==> src/rtl/tsmc_fifo.sv <==
// ----------------------------------------------------------------------------
// tsmc_fifo: short synchronous queue
// Register-based first-in first-out store with push/full and pop/empty.
// ----------------------------------------------------------------------------
module tsmc_fifo #(
  parameter int unsigned WIDTH = 8,
  parameter int unsigned DEPTH = 4
) (
  input  logic             clk_i,
  input  logic             rst_ni,
  input  logic             push_i,
  input  logic [WIDTH-1:0] wdata_i,
  output logic             full_o,
  input  logic             pop_i,
  output logic [WIDTH-1:0] rdata_o,
  output logic             empty_o
);

  localparam int unsigned PtrW = (DEPTH > 1) ? $clog2(DEPTH) : 1;
  localparam int unsigned CntW = $clog2(DEPTH + 1);

  logic [WIDTH-1:0] store_q [DEPTH];
  logic [PtrW-1:0]  wr_ptr_q, wr_ptr_d;
  logic [PtrW-1:0]  rd_ptr_q, rd_ptr_d;
  logic [CntW-1:0]  cnt_q, cnt_d;
  logic             do_push, do_pop;

  assign full_o  = (cnt_q == CntW'(DEPTH));
  assign empty_o = (cnt_q == '0);
  assign rdata_o = store_q[rd_ptr_q];
  assign do_push = push_i && !full_o;
  assign do_pop  = pop_i && !empty_o;

  // Advance pointers and occupancy
  always_comb begin
    wr_ptr_d = wr_ptr_q;
    rd_ptr_d = rd_ptr_q;
    cnt_d    = cnt_q;
    if (do_push) begin
      wr_ptr_d = (wr_ptr_q == PtrW'(DEPTH - 1)) ? '0 : wr_ptr_q + 1'b1;
    end
    if (do_pop) begin
      rd_ptr_d = (rd_ptr_q == PtrW'(DEPTH - 1)) ? '0 : rd_ptr_q + 1'b1;
    end
    if (do_push && !do_pop) begin
      cnt_d = cnt_q + 1'b1;
    end else if (do_pop && !do_push) begin
      cnt_d = cnt_q - 1'b1;
    end
  end

  always_ff @(posedge clk_i or negedge rst_ni) begin
    if (!rst_ni) begin
      wr_ptr_q <= '0;
      rd_ptr_q <= '0;
      cnt_q    <= '0;
    end else begin
      wr_ptr_q <= wr_ptr_d;
      rd_ptr_q <= rd_ptr_d;
      cnt_q    <= cnt_d;
    end
  end

  // Store payload
  always_ff @(posedge clk_i) begin
    if (do_push) begin
      store_q[wr_ptr_q] <= wdata_i;
    end
  end

endmodule

==> config.mk <==
export PLATFORM = sky130hd
export DESIGN_NAME = tsmc_fifo
export DESIGN_NICKNAME = d
export VERILOG_FILES = /design/src/rtl/tsmc_fifo.sv
export SDC_FILE = /design/constraint.sdc
export NUM_CORES = 1
export LEC_CHECK = 0
export BUFFER_PORTS_ARGS = -buffer_cell sky130_fd_sc_hd__clkbuf_2
export CAP_MARGIN = 25
export CORE_UTILIZATION = 50
export DETAILED_ROUTE_END_ITERATION = 6
export PLACE_DENSITY = 0.71
export SETUP_SLACK_MARGIN = 0.1
export SYNTH_ARGS = -nofsm -noshare
export SYNTH_HDL_FRONTEND = slang
export SYNTH_SLANG_ARGS = --single-unit
export TNS_END_PERCENT = 50
==> constraint.sdc <==
create_clock -name clk_i -period 2.5 [get_ports clk_i]
set_input_delay 0.125 -clock clk_i [delete_from_list [all_inputs] [get_ports clk_i]]
set_output_delay 0.125 -clock clk_i [all_outputs]
set_load 0.01 [all_outputs]
=== Word-level counts from Yosys, hierarchy flattened ===
Memories as Yosys holds them, arrays and structs flattened.
Cells that the tools add are included.

* Equal/unequal tests: 3
* Add/sub/neg operators: 4
* Reductions and logical operators: 10
* Muxes and demuxes: 6

{| class="wikitable"
|+ Operators with widths
! kind !! count
|-
| 3-bit two-way mux || 2
|-
| 2-bit by 1-bit adder with 2-bit output, second input constant || 2
|-
| 2-bit equality test, second input constant || 2
|-
| 1-bit logical AND || 4
|-
| 1-bit logical NOT || 4
|-
| 2-bit two-way mux || 2
|-
| 3-bit by 1-bit adder with 3-bit output, second input constant || 1
|-
| 3-bit equality test, second input constant || 1
|-
| 3-bit logical NOT || 1
|-
| 3-bit by 1-bit subtractor with 3-bit output, second input constant || 1
|-
| 1-bit two-way mux || 2
|-
| 2-bit nonzero test || 1
|}

* Register bits: 7
* Output and inout port bits: 10
* Memories: 1
* Logic and storage cells: 27
* Input bits: 12
* Bits in writable memories: 32

{| class="wikitable"
|+ Memories
! name !! depth !! bits a word !! read ports !! clocked after memory_dff !! write ports !! line !! RTL
|-
| store_q || 4 || 8 || 1 || 0 || 1 || 22 || <nowiki>logic [WIDTH-1:0] store_q [DEPTH];</nowiki>
|}

=== Logic depth before layout (Yosys ltp) ===
Gate-level depths: netlist (run 1).

* Depth after elaboration: 7
* Depth in mapped cells: 9
* Gate-level depth less buffers: 8

=== Least setup slack after synthesis (run 1) ===
No wires, ideal clock.

* Kind: flip-flop to flip-flop
* From: reg cnt_q[0]
* To: reg cnt_q[2]
* Buffers on the path: 0
* Data required time: 2.421 ns
* Setup slack: 0.436 ns
* Period minus slack after synthesis: 2.064 ns
* Stages on the path, launching flop included: 9
* Setup time: 0.079 ns
* Arrival time: 1.984 ns
* Cell sequence: dfrtp_1 nor3_1 nand2b_4 ha_1 inv_1 fa_1 xor2_1 nor2_1 xor2_1

* Word-level cells in the longest chain between the ends: 6
* Elaborated cells on any way between the ends: 15
* Those cells by class: add/sub (2); eq/ne (1); mux (2); reduce/logical (10)

{| class="wikitable"
|+ RTL lines
! element !! line !! RTL
|-
| start: declaration || 25 || <nowiki>logic [CntW-1:0] cnt_q, cnt_d;</nowiki>
|-
| start signal: assignment || 60 || <nowiki>cnt_q <= cnt_d;</nowiki>
|-
| 3-bit logical NOT (*) || 29 || <nowiki>assign empty_o = (cnt_q == '0);</nowiki>
|-
| net empty_o || 16 || <nowiki>output logic empty_o</nowiki>
|-
| 1-bit logical NOT (*) || 32 || <nowiki>assign do_pop = pop_i && !empty_o;</nowiki>
|-
| 1-bit logical AND (*) || 32 ||
|-
| 1-bit logical NOT || 45 || <nowiki>if (do_push && !do_pop) begin</nowiki>
|-
| 1-bit logical AND || 45 ||
|-
| 3-bit two-way mux or 2-bit nonzero test (tied branches) || n/a ||
|}

The timed path passes the listed nets; every way through them passes the cells marked *. The select of a mux whose other input is x is not followed.
A chain may end at the register's enable or synchronous reset.

=== Final worst setup path (run 1) ===
* From: reg cnt_q[2]
* To: reg cnt_q[2]

* Word-level cells in the longest chain between the ends: 6
* Elaborated cells on any way between the ends: 15
* Those cells by class: add/sub (2); eq/ne (1); mux (2); reduce/logical (10)

{| class="wikitable"
|+ RTL lines
! element
|-
| parallel branches: the longest is 6 deep, another holds 3-bit by 1-bit subtractor with 3-bit output
|}

Parallel ways; which one is timed is not known. The select of a mux whose other input is x is not followed.

==> results of run 1 <==
## final cells by class
cell class	instances	area share [%]
Clock buffer	7	2.881
Timing Repair Buffer	30	10.22
Clock inverter	1	0.2620
Sequential cell	39	59.46
Tap cell	44	2.881
Inverter	3	0.5894
Multi-Input combinational cell	34	23.71
## power by group through the flow
| stage | Sequential [mW] | Clock [mW] | Combinational, mW |
|---|---|---|---|
| after floorplan | 0.961 | 0 | 0.562 |
| after global placement | 1.04 | 0 | 0.659 |
| after detailed placement | 1.05 | 0 | 0.677 |
| after CTS | 1.04 | 0.342 | 0.691 |
| after global routing | 1.06 | 0.365 | 0.741 |
| final | 1.03 | 0.328 | 0.677 |
## Yosys cell counts
cell,number
nor3_1,1
buf_2,1
inv_1,3
xor2_1,2
nor3b_4,1
nand2b_4,1
mux2_2,3
ha_1,6
xnor2_1,1
mux2_4,2
nor2_1,3
and2_2,4
dfrtp_1,7
fa_1,1
buf_1,1
nor2b_2,1
buf_6,1
edfxtp_1,32
mux4_2,8
## logic make-up after synthesis
| kind of cell | after synthesis |
|---|---|
| multiplexers | 13 |
| XOR/XNOR | 3 |
| buffers and inverters | 6 |
| AND/OR/NAND/NOR | 11 |
| adder cells (fa/ha/maj) | 7 |
| flip-flops | 39 |
## through the flow
step	area, µm²	hold WS (ns)
floorplan	1620	-0.1706
global placement	1760	-0.02673
detailed placement	1760	-0.03194
CTS	1911	0.1276
global route	1911	0.1297
finish	1911	0.1406
## metal layers
| metal | share of wire [%] | up-vias | global-route usage [%] |
|---|---|---|---|
| li1 | - | 373 | - |
| met1 | 43 | 384 | 19.20 |
| met2 | 51 | 17 | 25.65 |
| met3 | 4.5 | 6 | 6.593 |
| met4 | 1.9 | 0 | 9.184 |
| met5 | 0 | - | 0 |
## how the worst min path moves through the flow
stage	start	end	slack [ns]
global placement	rst_ni	cnt_q[1]$_DFFE_PN0P_	-0.03
finish	pop_i	rd_ptr_q[1]$_DFFE_PN0P_	0.14
CTS	rst_ni	cnt_q[2]$_DFFE_PN0P_	0.13
detailed placement	rst_ni	cnt_q[1]$_DFFE_PN0P_	-0.03
global route	pop_i	rd_ptr_q[1]$_DFFE_PN0P_	0.13
floorplan	rst_ni	cnt_q[0]$_DFFE_PN0P_	-0.17
## state kept, by name (all words and copies together), names as in the netlist
| name | cells |
|---|---|
| rd_ptr_q | 2 |
| wr_ptr_q | 2 |
| store_q | 32 |
| cnt_q | 3 |
## worst register-to-register path: stages (launching register included)
cell and delay (ns):
dfrtp_1 0.42, nor3b_4 0.17, nor2b_2 0.28, ha_1 0.24, inv_1 0.06, fa_1 0.37
xor2_1 0.15, nor2_1 0.11, xor2_1 0.15
## timing repair
item | 4_1_cts | 5_1_grt
endpoints found under the setup margin | 0 | 0
hold buffers | 9 | 0
hold endpoints to repair | 39 | 0
setup buffers | 0 | 0
==> flow_summary.json, run 1 <==
{
  "status": "finished, final reports clean",
  "crit_top_cell": "xor2_1",
  "ys_warn_count": 0,
  "grt_antenna_before_repair": 0,
  "synth_top_cell_area_share_pct": 59.31,
  "setup_viol": 0,
  "cp_max_fo": 7,
  "ys_types": 19,
  "pre_cts_ws_ns": 0.5056,
  "peakVddDrop_v": 0.0007394,
  "crit_path_end_kind": "register",
  "timing.final.hold_violations": 0,
  "finalClockSkew_ns": 0.007481,
  "p_seq_share_pct": 50.6,
  "synthMuxAreaShare_pct": 15.06,
  "final_nets": 132,
  "layout-drive-gt1-share_pct": 42.11,
  "required_ns": 2.77,
  "intPower_mw": 1.399,
  "grt-ovfl-total": 0,
  "hpwlAfterDp_mm": 1.598,
  "synth_top_cell_by_area": "edfxtp_1",
  "maxSlewViolCount": 0,
  "tightest_slew_ns": 0.5835,
  "initial_core_util_pct": 53.07,
  "endpoint": "cnt_q[2]$_DFFE_PN0P_",
  "finalPower_mw": 2.035,
  "wire_per_inst_um": 15.04,
  "cts_buffer_depth": 2,
  "cts_made_buffers": 5,
  "path_clk_slew_ns": 0.11,
  "antenna_left": 0,
  "n_antenna_cell": 0,
  "synth_xor_area_share_pct": 1.622,
  "io_buffers": 21,
  "min_period_ns": 2.011,
  "rsz0062_at_grt": "false",
  "firstDrtPassIters": 4,
  "finalSetupTns_ns": 0,
  "comb_power_share_pct": 33.3,
  "cp.arrival_ns": 2.28,
  "cts-root-buf": "clkbuf_4",
  "die_h_um": 58.93,
  "grt_max_degree": 13,
  "rr_startpoint": "cnt_q[2]$_DFFE_PN0P_",
  "crit_buf_inv": 1,
  "rr_endpoint": "cnt_q[2]$_DFFE_PN0P_",
  "synth_top_family_by_area": "multiplexers",
  "drc": 0,
  "layout_common_cells": "edfxtp_1, clkbuf_2, dlygate4sd3_1",
  "multi_input_area_um2": 452.9,
  "synth_seq_area_share_pct": 70.12,
  "cp-startpoint": "cnt_q[2]$_DFFE_PN0P_",
  "netlist_area_um2": 1620,
  "synth_area_leaders": "edfxtp_1, mux4_2, dfrtp_1",
  "clock.fmax_mhz": 497.3,
  "tritoncts": "yes",
  "crit_type": "register to register",
  "p_clk_share_pct": 16.1,
  "r2r_slack_ns": 0.49,
  "layout_commonest_cell": "edfxtp_1",
  "core_um2": 3053,
  "swShare_pct": 31.25,
  "worstHoldPathType": "input port to register",
  "regArea_um2": 1136,
  "cpPeakStageDelay_ns": 0.42,
  "power_density_nw_per_um2": 1065,
  "finish.utilization_pct": 62.58,
  "maxCapViolations": 0,
  "rows": 20,
  "synthSimpleGateAreaFrac_pct": 5.405,
  "slowest_stage": "dfrtp_1",
  "ys_ff_latch": 39,
  "fillCellCount": 246,
  "die_w_um": 58.93,
  "post_cts_resized": 0,
  "fin_crit_sh_pct": 80.43,
  "grt_pass1_wl_mm": 3.732,
  "synthAdderAreaFrac_pct": 5.869,
  "startpoint_type": "register",
  "synth_compound_area_share_pct": 0,
  "area_delta_synth_final_pct": 17.91,
  "synthCells": 79,
  "max-slew-margin-rel_pct": 61.10,
  "final_cells": 158,
  "clock_latency_ns": 0.33,
  "die_area_um2": 3472,
  "cp_num_cells": 8,
  "routed_wl_mm": 2.376,
  "synth_area_per_cell_um2": 20.51,
  "clock-sinks": 39,
  "first_global_vias": 779,
  "routabilityCongestion": 0.6740,
  "power_switching_mw": 0.6360,
  "drt-initial-drc-count": 17,
  "grt_util_all_layers_pct": 16.35,
  "synth_nets": 98,
  "crit_chain": "nor3b_4 > nor2b_2 > ha_1 > inv_1 > fa_1 > xor2_1 > nor2_1 > xor2_1",
  "power_leakage_nw": 0.7293,
  "rr_worst_depth": 8,
  "critical_path.top_delay_family": "adder cells",
  "dr_total_vias": 780,
  "hold_depth": 3,
  "io_pins": 22,
  "h-tree-depth": 2,
  "finalWorstSetupSlack_ns": 0.4892,
  "avgViaCountPerCell": 4.937,
  "dp_cells": 141
}
Note: power is estimated with default switching activity, not from simulation.
==> run 2: changes to the inputs <==
Settings changed: PLACE_DENSITY 0.71 to 0.74.
Clock period 2.5 ns to 1.82 ns, I/O delays scaled along.
==> flow_summary.json, run 2 (synthesized netlist as in run 1, its figures left out) <==
{
  "startpoint_type": "register",
  "top_regs": "store_q x32, cnt_q x3",
  "tritoncts": "yes",
  "dp_cells": 143,
  "min_period_ns": 1.904,
  "fillCellCount": 230,
  "grt-ovfl-total": 0,
  "max-slew-margin-rel_pct": 70.08,
  "rr_startpoint": "cnt_q[0]$_DFFE_PN0P_",
  "firstDrtPassIters": 4,
  "die_h_um": 58.93,
  "finalWorstSetupSlack_ns": -0.08374,
  "crit_top_cell": "xor2_1",
  "cts_buffer_depth": 2,
  "grt_util_all_layers_pct": 18.68,
  "setup_viol": 2,
  "cts-root-buf": "clkbuf_4",
  "fin_crit_sh_pct": 104.6,
  "peakVddDrop_v": 0.0008704,
  "die_area_um2": 3472,
  "violations": "setup timing",
  "avgViaCountPerCell": 5.017,
  "layout_common_cells": "edfxtp_1, clkbuf_2, buf_4",
  "crit_path_end_kind": "register",
  "top_register": "store_q",
  "cp-startpoint": "cnt_q[0]$_DFFE_PN0P_",
  "clock_latency_ns": 0.34,
  "final_cells": 174,
  "layout_commonest_cell": "edfxtp_1",
  "routabilityCongestion": 0.6267,
  "slowest_stage": "dfrtp_2",
  "cp_max_fo": 3,
  "finalPower_mw": 3.154,
  "worstHoldPathType": "input port to async pin",
  "layout-drive-gt1-share_pct": 54.62,
  "grt_antenna_before_repair": 0,
  "io_pins": 22,
  "cpPeakStageDelay_ns": 0.45,
  "drt-initial-drc-count": 34,
  "power_density_nw_per_um2": 1525,
  "largest_reg_flops": 32,
  "die_w_um": 58.93,
  "rr_endpoint": "cnt_q[2]$_DFFE_PN0P_",
  "timing.final.hold_violations": 0,
  "maxSlewViolCount": 0,
  "route.met2.wl_mm": 1.468,
  "rsz0062_at_grt": "true",
  "crit_type": "register to register",
  "hpwlAfterDp_mm": 1.706,
  "rows": 20,
  "maxCapViolations": 0,
  "rr_worst_depth": 8,
  "crit_chain": "nor3_4 > nand2b_4 > ha_4 > inv_2 > fa_2 > xor2_1 > nor2_1 > xor2_1",
  "wire_per_inst_um": 15.84,
  "cp.arrival_ns": 2.15,
  "dr_total_vias": 873,
  "antenna_left": 0,
  "wl_met1_mm": 1.142,
  "tightest_slew_ns": 0.4487,
  "n_antenna_cell": 0,
  "core_um2": 3053,
  "clock.fmax_mhz": 525.3,
  "drc": 0,
  "cts_made_buffers": 5,
  "finalClockSkew_ns": 0.008569,
  "final_nets": 148,
  "final_area_um2": 2068,
  "grt_max_degree": 12,
  "routed_wl_mm": 2.757,
  "grt_pass1_wl_mm": 4.312,
  "io_buffers": 21,
  "h-tree-depth": 2,
  "wl_met3_um": 85,
  "timing.hold.ws_ns": 0.1207,
  "initial_core_util_pct": 53.07,
  "place_area_um2": 1800,
  "power_leakage_nw": 0.8108,
  "status": "complete, but fails checks",
  "clock-sinks": 39,
  "path_clk_slew_ns": 0.10,
  "required_ns": 2.07,
  "r2r_slack_ns": -0.08,
  "area_delta_synth_final_pct": 27.64,
  "first_global_vias": 931,
  "routed.top_layer": "met4"
}
run 2: cell type report:
| type | count | area [µm²] | share of cell area [%] |
|---|---|---|---|
| Sequential cell | 39 | 1141 | 55.17 |
| Tap cell | 44 | 55.05 | 2.662 |
| Timing Repair Buffer | 46 | 322.8 | 15.61 |
| Inverter | 3 | 11.26 | 0.5445 |
| Clock inverter | 1 | 5.005 | 0.2420 |
| Clock buffer | 7 | 45.04 | 2.178 |
| Multi-Input combinational cell | 34 | 488.0 | 23.59 |
run 2: worst max-delay path: cells and delay by family, from the launching register on:
family / cells / cell delay (ns)
and+or+nand+nor: 3 / 0.54
adders and majority gates: 2 / 0.47
DFF: 1 / 0.45
xor gates and xnor gates: 2 / 0.33
buffers and inverters: 1 / 0.03
run 2: worst max path at each step:
stage | end | cells past startpoint
2_1_floorplan | cnt_q[1]$_DFFE_PN0P_ | 7
3_3_place_gp | cnt_q[2]$_DFFE_PN0P_ | 8
3_5_place_dp | cnt_q[2]$_DFFE_PN0P_ | 8
4_1_cts | cnt_q[1]$_DFFE_PN0P_ | 7
5_1_grt | cnt_q[2]$_DFFE_PN0P_ | 8
6_report | cnt_q[2]$_DFFE_PN0P_ | 8
run 2: what timing repair did:
item                       4_1_cts  5_1_grt
setup endpoints to repair       10       31
setup buffers                    9        5
pin swaps                        5        3
gates resized for setup          8        4
hold endpoints to repair        39        0
hold buffers                     9        0
run 2: where the power goes:
part           internal, mW  switching [mW]
clock network         0.151           0.260
logic                 0.788           0.568
registers              1.22           0.171
run 2: per-stage QoR:
step           setup TNS [ns]  utilization (%)  setup slack, ns
2_1_floorplan        -0.08793                -         -0.05306
3_3_place_gp                0            58.98         0.003909
3_5_place_dp          -0.1680            58.98          -0.1151
4_1_cts              -0.09262            66.35         -0.05662
5_1_grt               -0.2960            67.75          -0.1775
6_report              -0.1553            67.75         -0.08374
run 2: layer usage:
layer  track usage [%]  vias up
li1                  -      408
met5                 0        -
met1             21.71      441
met2             31.01       17
met4             8.844        0
met3             6.593        7
