## src/rtl/tsmc_pkg.sv

```systemverilog
// ----------------------------------------------------------------------------
// tsmc_pkg: shared types and constants of the tile sign-mix classifier
// Codes for registers, signs and classes, and the structs that travel
// between the front end, the tile queue and the back end.
// ----------------------------------------------------------------------------
package tsmc_pkg;

  // Fixed field widths
  localparam int unsigned CountW = 14;   // column / row counters
  localparam int unsigned DimW   = 15;   // grid width / height
  localparam int unsigned TsW    = 7;    // tile size
  localparam int unsigned IdxW   = 2;    // configuration register index
  localparam int unsigned ColW   = 8;    // tile_col result field

  // Configuration register indexes
  localparam logic [IdxW-1:0] REG_TILE_SIZE   = 2'd0;
  localparam logic [IdxW-1:0] REG_GRID_WIDTH  = 2'd1;
  localparam logic [IdxW-1:0] REG_GRID_HEIGHT = 2'd2;

  // Limits of the grid registers
  localparam logic [DimW-1:0] GRID_LIMIT = 15'd16384;

  // Three-valued sign codes
  localparam logic [1:0] SIGN_ZERO = 2'b00;
  localparam logic [1:0] SIGN_POS  = 2'b01;
  localparam logic [1:0] SIGN_NEG  = 2'b11;

  // Tile class codes
  localparam logic signed [1:0] CLASS_ZERO  = 2'sb00;
  localparam logic signed [1:0] CLASS_POS   = 2'sb01;
  localparam logic signed [1:0] CLASS_MIXED = 2'sb11;

  // Divider steps for the tile position resync (one quotient bit a step)
  localparam logic [3:0] DIV_LAST = 4'd13;

  typedef enum logic {
    RS_RUN,
    RS_DIV
  } resync_state_e;

  // Control part of one queued sample
  typedef struct packed {
    logic              first;
    logic              last;
    logic [CountW-1:0] tr;
    logic [CountW-1:0] tc;
  } item_ctl_t;

  // One result transaction
  typedef struct packed {
    logic [CountW-1:0] tile_row;
    logic [ColW-1:0]   tile_col;
    logic signed [1:0] tile_class;
  } res_t;

endpackage

```

## src/rtl/tsmc_front.sv

```systemverilog
// ----------------------------------------------------------------------------
// tsmc_front: sample intake and tile classification
// Holds the configuration, tracks column/row and tile position of each
// sample, drops those outside whole tiles or tracked columns, queues the rest.
// ----------------------------------------------------------------------------
module tsmc_front #(
  parameter int unsigned MAX_TILES_ACROSS = 256,
  parameter int unsigned SAMPLE_BITS      = 32,
  parameter int unsigned MAX_TILE         = 64
) (
  input  logic                         clk_i,
  input  logic                         rst_ni,
  input  logic                         cfg_we_i,
  input  logic [tsmc_pkg::IdxW-1:0]    cfg_idx_i,
  input  logic [tsmc_pkg::DimW-1:0]    cfg_wdata_i,
  input  logic                         push_i,
  input  logic signed [SAMPLE_BITS-1:0] sample_i,
  output logic                         full_o,
  input  logic                         mid_full_i,
  output logic                         mid_push_o,
  output tsmc_pkg::item_ctl_t          mid_ctl_o,
  output logic [SAMPLE_BITS-1:0]       mid_sample_o
);

  import tsmc_pkg::*;

  resync_state_e   st_q, st_d;
  logic [3:0]      step_q, step_d;
  logic [TsW-1:0]  ts_q;
  logic [DimW-1:0] w_q, h_q;
  logic [CountW-1:0] c_q, c_d, r_q, r_d, tc_q, tc_d, tr_q, tr_d;
  logic [TsW-1:0]  bc_q, bc_d, br_q, br_d;
  logic            ts_write, accept, keep;
  logic            in_grid, col_ok, row_ok, tc_ok;
  logic [DimW-1:0] col_end, row_end;
  logic [TsW-1:0]  ts_new;

  // Clamp a grid dimension to 1..GRID_LIMIT
  function automatic logic [DimW-1:0] clamp_dim(logic [DimW-1:0] v);
    logic [DimW-1:0] res;
    res = v;
    if (v == '0) begin
      res = DimW'(1);
    end else if (v > GRID_LIMIT) begin
      res = GRID_LIMIT;
    end
    return res;
  endfunction

  // One restoring-division step: remainder in rem, dividend/quotient in quo
  function automatic logic [TsW+CountW-1:0] div_step(logic [TsW-1:0] rem,
                                                      logic [CountW-1:0] quo,
                                                      logic [TsW-1:0] d);
    logic [TsW:0]   trial;
    logic [TsW-1:0] rem_n;
    logic           qbit;
    trial = {rem, quo[CountW-1]};
    qbit  = (trial >= {1'b0, d});
    rem_n = qbit ? TsW'(trial - {1'b0, d}) : TsW'(trial);
    return {rem_n, quo[CountW-2:0], qbit};
  endfunction

  assign ts_write = cfg_we_i && (cfg_idx_i == REG_TILE_SIZE);
  assign full_o   = (st_q != RS_RUN) || mid_full_i;
  assign accept   = push_i && !full_o;

  // Clamp tile size to 1..MAX_TILE
  always_comb begin
    ts_new = cfg_wdata_i[TsW-1:0];
    if (ts_new == '0) begin
      ts_new = TsW'(1);
    end else if ({2'b00, ts_new} > 9'(MAX_TILE)) begin
      ts_new = TsW'(MAX_TILE);
    end
  end

  // Configuration registers
  always_ff @(posedge clk_i or negedge rst_ni) begin
    if (!rst_ni) begin
      ts_q <= TsW'(8);
      w_q  <= DimW'(1024);
      h_q  <= DimW'(1024);
    end else if (cfg_we_i) begin
      unique case (cfg_idx_i)
        REG_TILE_SIZE:   ts_q <= ts_new;
        REG_GRID_WIDTH:  w_q  <= clamp_dim(cfg_wdata_i);
        REG_GRID_HEIGHT: h_q  <= clamp_dim(cfg_wdata_i);
        default: ;
      endcase
    end
  end

  // Classify the current sample
  assign col_end = {1'b0, c_q} - DimW'(bc_q) + DimW'(ts_q);
  assign row_end = {1'b0, r_q} - DimW'(br_q) + DimW'(ts_q);
  assign in_grid = ({1'b0, c_q} < w_q) && ({1'b0, r_q} < h_q);
  assign col_ok  = (col_end <= w_q);
  assign row_ok  = (row_end <= h_q);
  assign tc_ok   = ({1'b0, tc_q} < DimW'(MAX_TILES_ACROSS));
  assign keep    = in_grid && col_ok && row_ok && tc_ok;

  assign mid_push_o      = accept && keep;
  assign mid_ctl_o.first = (bc_q == '0) && (br_q == '0);
  assign mid_ctl_o.last  = ((TsW+1)'(bc_q) + 1'b1 == {1'b0, ts_q}) &&
                           ((TsW+1)'(br_q) + 1'b1 == {1'b0, ts_q});
  assign mid_ctl_o.tr    = tr_q;
  assign mid_ctl_o.tc    = tc_q;
  assign mid_sample_o    = sample_i;

  // Next counters: resync after a tile size write, else advance per sample
  always_comb begin
    st_d   = st_q;
    step_d = step_q;
    c_d    = c_q;
    r_d    = r_q;
    tc_d   = tc_q;
    tr_d   = tr_q;
    bc_d   = bc_q;
    br_d   = br_q;
    if (ts_write) begin
      st_d   = RS_DIV;
      step_d = '0;
      tc_d   = c_q;
      bc_d   = '0;
      tr_d   = r_q;
      br_d   = '0;
    end else begin
      unique case (st_q)
        RS_DIV: begin
          {bc_d, tc_d} = div_step(bc_q, tc_q, ts_q);
          {br_d, tr_d} = div_step(br_q, tr_q, ts_q);
          step_d = step_q + 1'b1;
          if (step_q == DIV_LAST) begin
            st_d = RS_RUN;
          end
        end
        RS_RUN: begin
          if (accept) begin
            if ({1'b0, c_q} + DimW'(1) >= w_q) begin
              c_d  = '0;
              tc_d = '0;
              bc_d = '0;
              if ({1'b0, r_q} + DimW'(1) >= h_q) begin
                r_d  = '0;
                tr_d = '0;
                br_d = '0;
              end else begin
                r_d = r_q + 1'b1;
                if ((TsW+1)'(br_q) + 1'b1 == {1'b0, ts_q}) begin
                  br_d = '0;
                  tr_d = tr_q + 1'b1;
                end else begin
                  br_d = br_q + 1'b1;
                end
              end
            end else begin
              c_d = c_q + 1'b1;
              if ((TsW+1)'(bc_q) + 1'b1 == {1'b0, ts_q}) begin
                bc_d = '0;
                tc_d = tc_q + 1'b1;
              end else begin
                bc_d = bc_q + 1'b1;
              end
            end
          end
        end
        default: st_d = RS_RUN;
      endcase
    end
  end

  always_ff @(posedge clk_i or negedge rst_ni) begin
    if (!rst_ni) begin
      st_q   <= RS_RUN;
      step_q <= '0;
      c_q    <= '0;
      r_q    <= '0;
      tc_q   <= '0;
      tr_q   <= '0;
      bc_q   <= '0;
      br_q   <= '0;
    end else begin
      st_q   <= st_d;
      step_q <= step_d;
      c_q    <= c_d;
      r_q    <= r_d;
      tc_q   <= tc_d;
      tr_q   <= tr_d;
      bc_q   <= bc_d;
      br_q   <= br_d;
    end
  end

endmodule

```

## config.mk

```make
export PLATFORM = sky130hd
export DESIGN_NAME = tsmc_front
export DESIGN_NICKNAME = d
export VERILOG_FILES = /design/src/rtl/tsmc_pkg.sv /design/src/rtl/tsmc_front.sv
export SDC_FILE = /design/constraint.sdc
export NUM_CORES = 1
export LEC_CHECK = 0
export BUFFER_PORTS_ARGS = -buffer_cell sky130_fd_sc_hd__buf_2
export CAP_MARGIN = 20
export CELL_PAD_IN_SITES_DETAIL_PLACEMENT = 1
export CELL_PAD_IN_SITES_GLOBAL_PLACEMENT = 1
export CORE_MARGIN = 3
export CORE_UTILIZATION = 42
export CTS_BUF_LIST = sky130_fd_sc_hd__clkbuf_8
export CTS_CLUSTER_DIAMETER = 80
export DETAILED_ROUTE_END_ITERATION = 8
export MAX_ROUTING_LAYER = met4
export PLACE_DENSITY_LB_ADDON = 0.2
export SLEW_MARGIN = 20
export SYNTH_ARGS = -nofsm -noshare
export SYNTH_HDL_FRONTEND = slang
export SYNTH_SLANG_ARGS = --single-unit
```

## constraint.sdc

```tcl
create_clock -name clk_i -period 5.01 [get_ports clk_i]
set_input_delay 1.002 -clock clk_i [delete_from_list [all_inputs] [get_ports clk_i]]
set_output_delay 1.002 -clock clk_i [all_outputs]
set_load 0.1 [all_outputs]
```

; Word-level counts from Yosys, hierarchy flattened
; Cells that the tools add are included.
[word_totals]
ff_bits = 112
[op_classes]
bitwise = 2
reduce_logical = 25
n_mux = 35
n_lt_le_gt_ge = 11
n_addsub = 17
eq_ne = 9
[ops]
columns = operator, count
row1 = two-way mux 14 bit, 11
row2 = two-way mux 7 bit, 13
row3 = adder 14 x 1 -> 14 bit (second input constant), 4
row4 = case mux 14 bit (2 select lines), 2
row5 = adder 14 x 1 -> 15 bit (second input constant), 2
row6 = adder 15 x 7 -> 15 bit, 2
row7 = >= comparator 15 bit, 2
row8 = <= comparator 15 bit, 2
row9 = less-than comparator 14 x 15 -> 1 bit, 2
row10 = two-way mux 15 bit, 2
row11 = subtractor 14 x 7 -> 15 bit, 2
row12 = case mux 7 bit (2 select lines), 2
row13 = logical NOT 7 bit, 3
row14 = adder 7 x 1 -> 8 bit (second input constant), 2
row15 = equality test 8 x 7 -> 1 bit, 2
row16 = >= comparator 8 x 7 -> 1 bit, 2
row17 = > comparator 15 bit (second input constant), 1
row18 = logical NOT 15 bit, 1
row19 = adder 7 x 1 -> 7 bit (second input constant), 2
row20 = less-than comparator 14 x 9 -> 1 bit (second input constant), 1
row21 = subtractor 7 bit, 2
row22 = AND reduction 2 bit, 5
row23 = logical AND 1 bit, 9
row24 = two-way mux 4 bit, 2
row25 = 15 further kinds, 21

; Depth between registers and ports, before layout
; Gate-level depths: netlist (run 1).
[logic_depth]
depth_word = 8
ltp_mapped = 22
depth_no_buf = 22

; Least setup slack after synthesis (run 1)
; OpenSTA, ideal clock, no wires.
[synth_timing]
path_type = reg2out
from = register ts_q[1]
to = output port mid_push_o
required_time_ns = 4.008
slack_ns = -1.775
arrival_time_ns = 5.783
path_stages_with_launch = 20
n_path_buf = 0
path_cell_list = dfrtp_1 inv_1 fa_1 inv_1 fa_1 a211o_1 a21oi_1 o21ai_0 a41o_1 o41ai_1 o21bai_1 a21oi_1 xnor2_1 ha_1 nand3_1 nor3_1 a221oi_1 o221ai_1 a221o_1 a21oi_1
[synth_via]
elab_chain_len = 6
elab_cells_between_ends = 8
classes_between = add/sub (2) / order compare (2) / reduce/logical (4)
[synth_lines]
columns = item, line_no
row1 = start: declaration, tsmc_front.sv:29  ; logic [TsW-1:0] ts_q;
row2 = start signal: assignment, tsmc_front.sv:80  ; ts_q <= TsW'(8);
row3 = start signal: assignment, tsmc_front.sv:85  ; REG_TILE_SIZE: ts_q <= ts_new;
row4 = adder 15 x 7 -> 15 bit, tsmc_front.sv:94  ; assign col_end = {1'b0, c_q} - DimW'(bc_q) + DimW'(ts_q);
row5 = <= comparator 15 bit, tsmc_front.sv:97  ; assign col_ok = (col_end <= w_q);
row6 = logical AND 1 bit, tsmc_front.sv:100  ; assign keep = in_grid && col_ok && row_ok && tc_ok;
row7 = logical AND 1 bit (*) (2 in a row), tsmc_front.sv:100
row8 = logical AND 1 bit (*), tsmc_front.sv:102  ; assign mid_push_o = accept && keep;
row9 = end: declaration, tsmc_front.sv:20  ; output logic mid_push_o,
; Every way passes the cells marked *; elsewhere a longest branch is shown, timed or not.

; Worst setup path in the final report (run 1)
[layout_timing]
from = register r_q[1]
to = output port mid_push_o
[layout_via]
elab_chain_len = 6
elab_cells_between_ends = 9
classes_between = add/sub (2) / order compare (2) / reduce/logical (5)
[layout_lines]
columns = item, line_no
row1 = start: declaration, tsmc_front.sv:31  ; logic [CountW-1:0] c_q, c_d, r_q, r_d, tc_q, tc_d, tr_q, tr_d;
row2 = start signal: assignment, tsmc_front.sv:186  ; r_q <= r_d;
row3 = subtractor 14 x 7 -> 15 bit or less-than comparator 14 x 15 -> 1 bit (tied branches), "tsmc_front.sv:95, tsmc_front.sv:96"
row4 = adder 15 x 7 -> 15 bit or logical AND 1 bit (tied branches), "tsmc_front.sv:95, tsmc_front.sv:96"
row5 = <= comparator 15 bit or logical AND 1 bit (tied branches), "tsmc_front.sv:98, tsmc_front.sv:100"
row6 = logical AND 1 bit (*) (2 in a row), tsmc_front.sv:100
row7 = logical AND 1 bit (*), tsmc_front.sv:102
; Marks and branches as above.

==> run summary, run 1 <==
Traced cell by cell, the critical path runs through inv_2 > fa_1 > inv_2 > fa_2 > a211o_1 > a21oi_2 > o21ai_2 > a41o_1 > o41ai_4 > o21bai_1 > a21oi_1 > xnor2_1 > ha_1 > nand3_2 > nor3_4 > a221oi_2 > o221ai_1 > a221o_1 > a21oi_4 > buf_12. The final clock period utilization by the worst path was 1.17; the endpoint arrival time on the critical path was 4.88 ns. The path class of the tightest hold or removal check is flop to flop. Relative to the synthesized area, the layout overhead comes to 14.7%. On the worst path, the slowest cell contributes a delay of 0.55 ns.

The cell count after placement was 1810; the clock transition at the register clock pins on the worst setup and hold paths after CTS was 0.13 ns. The tools report the kind of end point of the critical path as an output port. The clock tree synthesis step divided the H-tree into 3 levels.

For the aggregate global routing overflow, the log shows 0. The repair_antennas step left the layout with diodes totalling 0. Sequential cell area: 2810 sq um. The worst-case IR drop observed on VDD is 0.342 mV. The wire-length estimate of the detail-placed layout is 30100 um. The startpoint-to-endpoint class of the critical path was flop to output port. For this run, the top clock speed supported by timing is 0.170 GHz. In the post-synthesis netlist, the biggest area contributors are sky130_fd_sc_hd__dfrtp_1, sky130_fd_sc_hd__ha_1, sky130_fd_sc_hd__o21ai_0. Setup repair after global routing could not meet its margin everywhere. Row count: 59. After synthesis the cells add up to 11300 sq um. The worst hold slack across all endpoints was 0.498 ns; the minimum clock period was 5.89 ns. The final worst-path setup slack came out at -0.876 ns.

Counting instances in the post-synthesis netlist gives the leading cell types as sky130_fd_sc_hd__ha_1, sky130_fd_sc_hd__nand2_1, sky130_fd_sc_hd__o21ai_0. The tool flagged a number of max-cap violations equal to 0. The overall die area is 29000 sq um. The run gives 0.248 as the share of the yosys chip area belonging to registers.

Counting both buffers and inverters, the worst setup path holds a total of 3. The flow ran to the end, but the final reports show violations. For the total global-route track usage, the log shows 0.278. For the final setup violation count, the log shows 1. The run gives 74 as the distinct cell type count of the synthesized netlist. The via count is 10900. The most used flip-flop cell after synthesis is sky130_fd_sc_hd__dfrtp_1. The clock drives 112 sinks. TritonCTS built the clock tree. The run gives 1391 as the gate count after technology mapping. Critical path's top delay family: compound AO/OA/AOI/OAI gates.

The remaining antenna violation count is 0, and the maximum clock path buffer count is 2. For the effective utilization at floorplan, the log shows 0.431. The number of enable flip-flop cells after synthesis is 0, and the layout net count is 1725. The final reports fail on setup timing. Routability-driven placement finished with a final weighted congestion of 0.904. The run gives 0 as the final hold violation count. The number of antenna violations at the first check in global routing came out at 1.

Cell type with the highest aggregate area in the netlist: sky130_fd_sc_hd__dfrtp_1. By instance count, the leading cell after synthesis is sky130_fd_sc_hd__ha_1. The tools report the buffer cell driving the clock tree root as sky130_fd_sc_hd__clkbuf_8.

The ratio of cells with drive above 1 in the final layout came out at 0.177. The finished cells cover 13000 sq um. Fraction of post-synthesis cell area in the top cell type by area: 0.241. Power per cell area: 731 nW/um^2.

The design draws 9500 uW. After the first detailed-routing iteration, the DRC count stood at 602. The floorplan die height was 170 um; the synthesized area per cell was 8.14 sq um. The multi-input combinational cells in the finished layout cover a total of 7770 sq um. Counting flops and latches in the post-synthesis netlist gives 112. The number of buffers added by the clock tree synthesis step was 9. The finished layout holds 1841 standard cells, fillers aside.

In this run the cell area measured after placement is 12500 sq um. In this run the worst path has a maximum fanout of 2. The required time reported for the critical path endpoint is 4.01 ns. Library cell appearing most often on the critical path: sky130_fd_sc_hd__inv_2.

The count of input and output buffers was 53; the remaining design rule violation count was 0. The via count of the first global-routing pass is 11300. The leakage power summed over all cells is 0.00596 uW.

The first TritonRoute pass finished after 5 iterations. At the later pin of the worst-skew pair, clock insertion delay measures 0.42 ns. The first global-routing pass estimated 62100 um of wire. STA classifies the critical path startpoint as a flop.

Using the TritonRoute via totals, the vias-per-cell ratio works out to 5.94. The slew at the pin closest to its max-slew limit came out at 1.03 ns. Entering global routing, the biggest net connects 70 pins. The horizontal die dimension came out at 170 um. OpenSTA, run right after detailed placement, puts the worst setup slack at -0.710 ns. For this run, the number of Yosys warnings is 0. Total I/O pin count: 118.

The final layout contains routed wiring with a total length of 38800 um. Clock skew on the completed layout was measured at 0.0159 ns. The synthesized net count came out at 1615. Headroom to the max-slew limit: 0.314.

Number of pins exceeding their max-slew limit in the final report: 0. The layout has 3204 filler cells. Async set-or-reset flop fraction in the synthesized netlist: 1.00. In the final routed layout, each cell accounts on average for 21.1 um.

The critical-path cell with the highest stage delay is sky130_fd_sc_hd__fa_1. The area of the placeable core was 26300 sq um.
==> worst min-delay path: stages, from the launching register on <==
cell	delay, ns
sky130_fd_sc_hd__dfrtp_1	0.37
sky130_fd_sc_hd__nand2_1	0.05
sky130_fd_sc_hd__o21ai_0	0.06
==> metrics by stage <==
step / setup TNS [ns] / utilization
floorplan: -0.544 / -
global placement: -0.489 / 0.477
detailed placement: -0.710 / 0.477
CTS: -0.838 / 0.492
global route: -1.12 / 0.494
finish: -0.876 / 0.494
==> where the power goes <==
part           switching, uW  internal, uW
clock network            401           193
registers                356          1180
logic                   4360          3000
==> cell usage in the layout (no fill, tap or decap), types with 14 or more instances in the layout <==
cell type,instances
sky130_fd_sc_hd__nand4_1,17
sky130_fd_sc_hd__and3_1,22
sky130_fd_sc_hd__buf_2,51
sky130_fd_sc_hd__inv_1,120
sky130_fd_sc_hd__buf_4,131
sky130_fd_sc_hd__xor2_1,19
sky130_fd_sc_hd__o21ai_0,138
sky130_fd_sc_hd__o31ai_1,17
sky130_fd_sc_hd__nand2_1,146
sky130_fd_sc_hd__fa_1,15
sky130_fd_sc_hd__nor4_1,14
sky130_fd_sc_hd__ha_1,151
sky130_fd_sc_hd__a21o_1,25
sky130_fd_sc_hd__nand3_1,39
sky130_fd_sc_hd__nor3_1,20
sky130_fd_sc_hd__xnor2_1,56
sky130_fd_sc_hd__dfrtp_1,109
sky130_fd_sc_hd__nand2b_1,27
sky130_fd_sc_hd__a21oi_1,63
sky130_fd_sc_hd__nor2_1,76
==> logic make-up (layout without fill, tap and decap cells) <==
kind of cell,Yosys count,in the layout,synth area share
and+or+nand+nor,421,421,0.181
AOI/OAI and AO/OA,385,385,0.218
buffers and inverters,213,328,0.0824
adders and majority gates,170,170,0.198
DFF,112,112,0.248
xor gates and xnor gates,75,75,0.0580
muxes,15,15,0.0145
==> registers in the layout (all words and copies together) (netlist names) <==
name / flops
h_q: 15
w_q: 15
c_q: 14
r_q: 14
tc_q: 14
tr_q: 14
bc_q: 7
br_q: 7
ts_q: 7
step_q: 4
st_q: 1
==> cell type report <==
cell class                      instances  share of cell area
Clock buffer                            9             0.00953
Clock inverter                          7             0.00501
Inverter                              125              0.0363
Multi-Input combinational cell       1066               0.598
Sequential cell                       112               0.216
Tap cell                              335              0.0323
Timing Repair Buffer                  187               0.103
==> final timing paths <==
kind	cells past startpoint	end	from	slack, ns
max in group asynchronous	2	ts_q[3]$_DFFE_PN1P_	rst_ni	3.74
setup reg to reg	15	bc_q[2]$_DFFE_PN0P_	c_q[1]$_DFFE_PN0P_	0.34
min in group asynchronous	1	br_q[6]$_DFFE_PN0P_	rst_ni	0.51
setup / recovery	20	mid_push_o	r_q[1]$_DFFE_PN0P_	-0.88
hold reg to reg	2	w_q[2]$_DFFE_PN0P_	w_q[2]$_DFFE_PN0P_	0.50
hold / removal	2	w_q[2]$_DFFE_PN0P_	w_q[2]$_DFFE_PN0P_	0.50
==> layer usage <==
| metal | up-vias | track usage | wire length, um |
|---|---|---|---|
| li1 | 5123 | - | - |
| met1 | 5465 | 0.381 | 17900 |
| met2 | 277 | 0.431 | 17600 |
| met3 | 62 | 0.0379 | 2190 |
| met4 | 0 | 0.0832 | 1070 |
| met5 | - | - | 0 |
==> what timing repair did <==
action | in CTS | in global routing
endpoints found under the setup margin | 1 | 2
gates resized for setup | 27 | 4
hold buffers | 0 | 0
pin swaps | 27 | 5
setup buffers | 12 | 1
Note: power is estimated with default switching activity, not from simulation.
==> inputs of run 2 (changes only) <==
Settings changed: ABC_AREA set to 1, CORE_UTILIZATION 42 to 41.
==> run 2 against run 1 <==
- the flow still finishes with violations (setup timing)
- highest routed layer unchanged
- area after synthesis grew 4.2%
- register-to-register slack improved by 0.48 ns
- via count rose by 5.2%
- fmax grew 14%
- first-iteration DRC count is 7.8% higher
- sequential share of layout area fell by 0.19 points
- worst hold slack got worse by 0.0012 ns
- final cell count is 16% higher
- die area increased by 6.5%
- critical path depth grew 3
- wire length up 2.4%
- critical endpoint unchanged
- synthesized cell count up 22%
==> run summary, run 2 <==
The run finished, with violations left. Violated checks: setup timing (unchanged). The remaining antenna violation count was 0 (unchanged); the setup clock skew after layout was 0.0272 ns (was 0.0159 ns). For the number of detailed-routing iterations run before antenna repair, the log shows 5 (unchanged). The count of non-filler cells in the finished layout is 2139 (was 1841), and the count of maximum capacitance violations is 0 (unchanged). The peak fanout along the critical path is 4 (was 2), and the layout net count is 1980 (was 1725).

The run gives 3 (unchanged) as the CTS H-tree depth. The ratio of routed vias to standard cells came out at 5.37 (was 5.94). The number of inserted diodes was 0 (unchanged); the synthesized area per cell was 6.96 sq um (was 8.14 sq um).

The aggregate global routing overflow was 0 (unchanged). The tools report the number of antenna violations at the first check in global routing as 0 (was 1). The tools report the total wire length as 39700 um (was 38800 um). The logs give 0.901 (was 0.904) for the placer congestion estimate and 1695 (was 1391) for the gate count after technology mapping. The run gives 11800 (was 11300) as the via count of the first global-routing pass. The final clock period utilization by the worst path is 1.03 (was 1.17), and the required time reported for the critical path endpoint is 4.01 ns (about the same).

The maximum clock path buffer count came out at 2 (unchanged). Share of the yosys chip area belonging to registers: 0.238 (was 0.248). Leading cell type by number of instances after synthesis: sky130_fd_sc_hd__nand2_1 (was sky130_fd_sc_hd__ha_1). The worst hold path class is flop to flop (unchanged). Minimum clock period: 5.15 ns (was 5.89 ns).

The largest net degree at the start of global routing was 53 (was 70). Final worst-path setup slack: -0.138 ns (was -0.876 ns). The clock transition at the register clock pins on the worst setup and hold paths after CTS works out to 0.13 ns (about the same).

The fraction of post-synthesis cell area in the top cell type by area is 0.231 (was 0.241). The total global-route track usage is 0.263 (was 0.278). Count of yosys warnings during synthesis: 0 (unchanged).

The number of pins exceeding their max-slew limit in the final report came out at 0 (unchanged). Slew at the pin closest to its max-slew limit: 0.859 ns (was 1.03 ns). Leading cell types by count after synthesis: sky130_fd_sc_hd__nand2_1, sky130_fd_sc_hd__inv_1, sky130_fd_sc_hd__ha_1 (was sky130_fd_sc_hd__ha_1, sky130_fd_sc_hd__nand2_1, sky130_fd_sc_hd__o21ai_0). Placed wire-length estimate after detailed placement: 30700 um (was 30100 um). For the endpoint arrival time on the critical path, the log shows 4.15 ns (was 4.88 ns).

The element type at the critical path start is a flop (unchanged). The overall die area was 30900 sq um (was 29000 sq um); the number of fill cells in the layout was 3749 (was 3204). The final setup violation count is 1 (unchanged).

The first-pass GRT wire length came out at 63300 um (was 62100 um). The post-place setup slack was -0.0321 ns (was -0.710 ns); the ratio of cells with drive above 1 in the final layout was 0.132 (was 0.177). The async set-or-reset flop fraction in the synthesized netlist was 1.00 (unchanged); the count of input and output buffers was 53 (unchanged).

The distinct cell type count of the synthesized netlist is 46 (was 74), and the headroom to the max-slew limit is 0.427 (was 0.314). For the cell area after synthesis, the log shows 11800 sq um (was 11300 sq um). The remaining design rule violation count is 0 (unchanged), and the via count is 11500 (was 10900). The commonest non-fill, non-tap cell in the layout is sky130_fd_sc_hd__nand2_1 (was sky130_fd_sc_hd__ha_1). For the final hold violation count, the log shows 0 (unchanged). The cell type with the highest aggregate area in the netlist was sky130_fd_sc_hd__dfrtp_1 (unchanged). The per-cell routed wire length works out to 18.6 um (was 21.1 um). Startpoint-to-endpoint class of the critical path: flop to output port (unchanged).

The number of buffers added by the clock tree synthesis step is 9 (unchanged), and the number of synthesized register bits is 112 (unchanged). The tools report the area of the placeable core as 28100 sq um (was 26300 sq um). The run gives 1919 (was 1615) as the synthesized net count. Largest cells by area after synthesis: sky130_fd_sc_hd__dfrtp_1, sky130_fd_sc_hd__ha_1, sky130_fd_sc_hd__nand2_1 (was sky130_fd_sc_hd__dfrtp_1, sky130_fd_sc_hd__ha_1, sky130_fd_sc_hd__o21ai_0). Initial DRC count: 649 (was 602).

Setup repair after global routing could not meet its margin everywhere. Row count: 61 (was 59). The cell count after placement was 2095 (was 1810); the floorplan die height was 176 um (was 170 um).

The kind of end point of the critical path was an output port (unchanged). The clock insertion delay at the later pin of the skew report came out at 0.42 ns (about the same). The tools report the fmax as 0.194 GHz (was 0.170 GHz). The total cell area at the placement stage is 12500 sq um (about the same).

Buffer cell driving the clock tree root: sky130_fd_sc_hd__clkbuf_8 (unchanged). The final standard cell area without fillers was 13100 sq um (was 13000 sq um). TritonCTS built the clock tree. Registers with the most flip-flops: h_q x15, w_q x15 (unchanged). The signed area change from the synthesized netlist to the final layout was 11.1% (was 14.7%).

The horizontal die dimension works out to 176 um (was 170 um). The number of enable flip-flop cells after synthesis works out to 0 (unchanged). Leading cell types in the layout, fill and taps excluded: sky130_fd_sc_hd__nand2_1, sky130_fd_sc_hd__inv_1, sky130_fd_sc_hd__ha_1, sky130_fd_sc_hd__nand3_1, sky130_fd_sc_hd__dfrtp_1 (was sky130_fd_sc_hd__ha_1, sky130_fd_sc_hd__nand2_1, sky130_fd_sc_hd__o21ai_0, sky130_fd_sc_hd__buf_4, sky130_fd_sc_hd__inv_1). The clock net sink count was 112 (unchanged). The logs give 0.420 (was 0.431) for the effective utilization at floorplan and -0.138 ns (was -0.876 ns) for the aggregate negative setup slack.

The total I/O pin count was 118 (unchanged). Dominant synthesized flop cell: sky130_fd_sc_hd__dfrtp_1 (unchanged).
## run 2: changes by cell type in the layout (fill, tap and decap cells not counted), moves of 35 or more
cell / previous run / this run
sky130_fd_sc_hd__nand2_1: 146 / 431
sky130_fd_sc_hd__nand3_1: 39 / 114
sky130_fd_sc_hd__o21ai_0: 138 / 70
sky130_fd_sc_hd__nand4_1: 17 / 53
sky130_fd_sc_hd__inv_1: 120 / 230
sky130_fd_sc_hd__xnor2_1: 56 / 21
sky130_fd_sc_hd__buf_4: 131 / 65
sky130_fd_sc_hd__a21oi_1: 63 / 99
## run 2: critical path: stages (launching register included)
cell	delay, ns
sky130_fd_sc_hd__dfstp_2	0.59
sky130_fd_sc_hd__inv_4	0.06
sky130_fd_sc_hd__fa_1	0.55
sky130_fd_sc_hd__inv_2	0.05
sky130_fd_sc_hd__ha_4	0.26
sky130_fd_sc_hd__buf_6	0.12
sky130_fd_sc_hd__nand2_4	0.06
sky130_fd_sc_hd__nor2_1	0.04
sky130_fd_sc_hd__nand3_1	0.09
sky130_fd_sc_hd__nand3_2	0.08
sky130_fd_sc_hd__nand2_1	0.09
sky130_fd_sc_hd__inv_1	0.06
sky130_fd_sc_hd__o21ai_2	0.15
sky130_fd_sc_hd__nand2_1	0.08
sky130_fd_sc_hd__nand2_1	0.08
sky130_fd_sc_hd__nand2_2	0.07
sky130_fd_sc_hd__ha_4	0.27
sky130_fd_sc_hd__nand2_4	0.06
sky130_fd_sc_hd__nor4b_4	0.27
sky130_fd_sc_hd__nand3_1	0.11
sky130_fd_sc_hd__nand2_1	0.09
sky130_fd_sc_hd__nand3_2	0.08
sky130_fd_sc_hd__nor3_4	0.22
sky130_fd_sc_hd__buf_12	0.20
## run 2: layout make-up
class                      instances  area [sq um]  share of cell area
clock inverter                     6          68.8             0.00525
tap                              378           473              0.0361
inverter                         245           925              0.0705
sequential                       112          2810               0.214
timing repair buffer             119           786              0.0599
multi-input combinational       1269          7920               0.604
clock buffer                      10           138              0.0105
## run 2: cell families after synthesis
group,Yosys count,synth area share
buffers and inverters,314,0.114
adders and majority gates,170,0.190
and+or+nand+nor,785,0.294
AOI/OAI and AO/OA,242,0.111
xor gates and xnor gates,72,0.0534
DFF,112,0.238
## run 2: worst paths after layout
path / startpoint / endpoint / slack [ns] / cells after the start
min in group asynchronous: rst_ni / tr_q[4]$_DFFE_PN0P_ / 0.55 / 1
max: ts_q[3]$_DFFE_PN1P_ / mid_push_o / -0.14 / 23
min reg2reg: h_q[13]$_DFFE_PN0P_ / h_q[13]$_DFFE_PN0P_ / 0.50 / 2
max reg2reg: c_q[0]$_DFFE_PN0P_ / br_q[0]$_DFFE_PN0P_ / 0.82 / 21
min: h_q[13]$_DFFE_PN0P_ / h_q[13]$_DFFE_PN0P_ / 0.50 / 2
max in group asynchronous: rst_ni / w_q[10]$_DFFE_PN1P_ / 3.45 / 2
## run 2: layer usage
layer	share of wire	routed length, um	track usage	vias to the layer above
met4	0.012	479	0.0452	0
met3	0.035	1380	0.0275	39
met1	0.49	19600	0.371	5620
met2	0.46	18200	0.418	201
met5	0	0	-	-
li1	-	-	-	5634
## run 2: through the flow
step / utilization / hold slack [ns]
after floorplan: - / 0.453
after global placement: 0.444 / 0.470
after detailed placement: 0.444 / 0.474
after CTS: 0.462 / 0.500
after global routing: 0.467 / 0.518
final: 0.467 / 0.497
## run 2: what timing repair did
item                       4_1_cts  5_1_grt
hold buffers                     0        0
buffers inserted                21        7
pin swaps                       25       20
gates resized for setup         42       21
setup endpoints to repair        1        1
Power of run 2 is not shown: default switching activity piles up to over one toggle a cycle in this logic, so the estimate is an artifact.
==> inputs of run 3 (changes only) <==
Settings changed: CORE_ASPECT_RATIO set to 1.75, PLACE_DENSITY set to 0.86, PLACE_DENSITY_LB_ADDON 0.2 to not set.
==> run 3 against run 2 <==
- the flow still finishes with violations (setup timing)
- count of clock-buffer cells in the layout decreased by 1
- first-iteration DRC count fell by 13%
- worst hold slack gained 0.0082 ns
- die area up 0.26%
- final area is 0.49% higher
- global-route usage grew 3.6 points
- clock skew down 0.0032 ns
- register-to-register slack worse by 0.03 ns
- fmax shrank 2.9%
- setup slack got worse by 0.15 ns
- sequential cell count unchanged
- final cell count about the same
- critical endpoint unchanged
- largest cell class unchanged
==> run summary, run 3 (same netlist as run 2, synthesis figures left out) <==
The run finished, with violations left. Violated checks: setup timing (unchanged). The tools report the number of buffers added by the clock tree synthesis step as 9 (unchanged). The count of input and output buffers works out to 53 (unchanged). The largest net degree at the start of global routing is 62 (was 53), and the number of antenna violations at the first check in global routing is 2 (was 0). The ratio of cells with drive above 1 in the final layout is 0.146 (was 0.132). The slew at the pin closest to its max-slew limit works out to 1.02 ns (was 0.859 ns). The commonest non-fill, non-tap cell in the layout is sky130_fd_sc_hd__nand2_1 (unchanged). The run gives 28200 sq um (was 28100 sq um) as the area of the placeable core.

The total wire length is 45400 um (was 39700 um). The number of cells traversed by the worst hold path was 2 (unchanged); the CTS H-tree depth was 3 (unchanged). The horizontal die dimension works out to 134 um (was 176 um). The first-pass GRT wire length was 70200 um (was 63300 um); the via count was 12300 (was 11500).

Element type at the critical path start: a flop (unchanged). Count of maximum capacitance violations: 0 (unchanged). The floorplan die height is 230 um (was 176 um). The maximum clock path buffer count is 2 (unchanged), and the number of pins exceeding their max-slew limit in the final report is 0 (unchanged). Remaining design rule violation count: 0 (unchanged).

Placed wire-length estimate after detailed placement: 34900 um (was 30700 um). Total cell area at the placement stage: 12500 sq um (about the same). The worst-case register-to-register setup slack was 0.79 ns (was 0.82 ns). The terminating pin of the worst hold path was h_q[10]$_DFFE_PN1P_ (was h_q[13]$_DFFE_PN0P_).

The number of detailed-routing iterations run before antenna repair is 5 (unchanged), and the number of cells traversed by the worst register-to-register path is 21 (unchanged). The post-place setup slack is -0.0534 ns (was -0.0321 ns). The layout net count came out at 1986 (was 1980).

The endpoint arrival time on the critical path was 4.30 ns (was 4.15 ns). The signed area change from the synthesized netlist to the final layout is 11.7% (was 11.1%), and the via count of the first global-routing pass is 13300 (was 11800). The total global-route track usage is 0.299 (was 0.263).

Registers with the most flip-flops: h_q x15, w_q x15 (unchanged). Fraction of the core area covered by cells at the end of the flow: 0.468 (was 0.467). Number of fill cells in the layout: 3716 (was 3749).

The row count was 81 (was 61). The final clock period utilization by the worst path is 1.06 (was 1.03). The peak fanout along the critical path was 4 (unchanged); the placer congestion estimate was 0.939 (was 0.901).

The clock transition at the register clock pins on the worst setup and hold paths after CTS was 0.13 ns (about the same). The final setup violation count was 1 (unchanged); the fmax was 0.189 GHz (was 0.194 GHz). The post-cts hold buffer count was 0 (unchanged).

The initial DRC count came out at 562 (was 649). The kind of end point of the critical path was an output port (unchanged). The ratio of routed vias to standard cells is 5.76 (was 5.37). Leading cell types in the layout, fill and taps excluded: sky130_fd_sc_hd__nand2_1, sky130_fd_sc_hd__inv_1, sky130_fd_sc_hd__ha_1, sky130_fd_sc_hd__nand3_1, sky130_fd_sc_hd__dfrtp_1 (unchanged). TritonCTS built the clock tree. The startpoint-to-endpoint class of the critical path is flop to output port (unchanged). The worst hold path class was flop to flop (unchanged). The tools report the aggregate global routing overflow as 0 (unchanged). Setup repair after global routing could not meet its margin everywhere.

The run gives -0.290 ns (was -0.138 ns) as the final worst-path setup slack. The tools report the buffer cell driving the clock tree root as sky130_fd_sc_hd__clkbuf_8 (unchanged). The minimum clock period is 5.30 ns (was 5.15 ns), and the setup clock skew after layout is 0.0240 ns (was 0.0272 ns). The tools report the overall die area as 30900 sq um (about the same).

The tools report the startpoint of the worst register-to-register path as r_q[3]$_DFFE_PN0P_ (was c_q[0]$_DFFE_PN0P_). The final standard cell area without fillers was 13200 sq um (was 13100 sq um). The headroom to the max-slew limit is 0.317 (was 0.427). The run gives 112 (unchanged) as the clock net sink count.

The remaining antenna violation count is 0 (unchanged), and the clock insertion delay at the later pin of the skew report is 0.45 ns (was 0.42 ns). The per-cell routed wire length works out to 21.2 um (was 18.6 um). The required time reported for the critical path endpoint is 4.01 ns (about the same). The endpoint of the worst register-to-register path is r_q[12]$_DFFE_PN0P_ (was br_q[0]$_DFFE_PN0P_).

The final hold violation count came out at 0 (unchanged). Hold path startpoint: h_q[10]$_DFFE_PN1P_ (was h_q[13]$_DFFE_PN0P_). The effective utilization at floorplan was 0.419 (was 0.420); the total I/O pin count was 118 (unchanged).
## run 3: changes by cell type in the layout (fill, tap and decap cells not counted), sizes merged
cell      delta
inv          -2
clkinvlp     +4
diode        +1
clkbuf       -1
bufinv       -1
buf          +6
## run 3: critical path, cell delays in order (launching register included)
cell and delay (ns):
sky130_fd_sc_hd__dfstp_2 0.58, sky130_fd_sc_hd__inv_4 0.06, sky130_fd_sc_hd__fa_1 0.56, sky130_fd_sc_hd__inv_2 0.05
sky130_fd_sc_hd__ha_4 0.26, sky130_fd_sc_hd__nand2_1 0.13, sky130_fd_sc_hd__inv_1 0.07, sky130_fd_sc_hd__a21boi_1 0.22
sky130_fd_sc_hd__o21ai_1 0.16, sky130_fd_sc_hd__a21oi_1 0.19, sky130_fd_sc_hd__xnor2_1 0.15, sky130_fd_sc_hd__ha_1 0.27
sky130_fd_sc_hd__nand2_1 0.08, sky130_fd_sc_hd__inv_1 0.05, sky130_fd_sc_hd__o21ai_0 0.09, sky130_fd_sc_hd__nand2_1 0.08
sky130_fd_sc_hd__a21oi_1 0.17, sky130_fd_sc_hd__nand2_1 0.07, sky130_fd_sc_hd__nand2_1 0.07, sky130_fd_sc_hd__nand3_2 0.09
sky130_fd_sc_hd__nor3_4 0.23, sky130_fd_sc_hd__buf_12 0.21
## run 3: layout make-up
class | instances | area [sq um] | area share
clock inverters | 7 | 53.8 | 0.00408
diodes | 1 | 2.50 | 0.000190
repair buffers | 125 | 840 | 0.0637
clock buffers | 9 | 124 | 0.00940
flip-flops and latches | 112 | 2810 | 0.213
well taps | 373 | 467 | 0.0354
multi-input cells | 1269 | 7960 | 0.604
inverters | 245 | 928 | 0.0704
## run 3: timing repair
action | CTS | global route
pin swaps | 38 | 23
hold endpoints to repair | 0 | 0
setup buffers | 20 | 6
resized for setup | 56 | 22
setup endpoints to repair | 1 | 1
## run 3: layer usage
metal / global-route usage / share of wire / up-vias
met5: - / 0 / -
met4: 0.278 / 0.11 / 0
met3: 0.0327 / 0.029 / 235
met2: 0.536 / 0.53 / 355
met1: 0.270 / 0.33 / 6086
li1: - / - / 5657
## run 3: how the worst max path moves through the flow
stage,start,endpoint,depth (start not counted)
after floorplan,ts_q[1]$_DFFE_PN0P_,mid_push_o,23
after global placement,ts_q[3]$_DFFE_PN1P_,mid_push_o,25
after detailed placement,ts_q[2]$_DFFE_PN0P_,mid_push_o,23
after CTS,ts_q[5]$_DFFE_PN0P_,mid_push_o,22
after global routing,ts_q[3]$_DFFE_PN1P_,mid_push_o,24
final,ts_q[3]$_DFFE_PN1P_,mid_push_o,21
## run 3: through the flow
| stage | hold slack (ns) | TNS, ns | std cells |
|---|---|---|---|
| 3_5_place_dp | 0.478 | -0.0534 | 2098 |
| 3_3_place_gp | 0.468 | 0 | 2098 |
| 5_1_grt | 0.529 | -0.462 | 2141 |
| 4_1_cts | 0.506 | -0.0769 | 2134 |
| 6_report | 0.505 | -0.290 | 2141 |
| 2_1_floorplan | 0.453 | 0 | 1695 |
Power of run 3 is left out for the same reason.
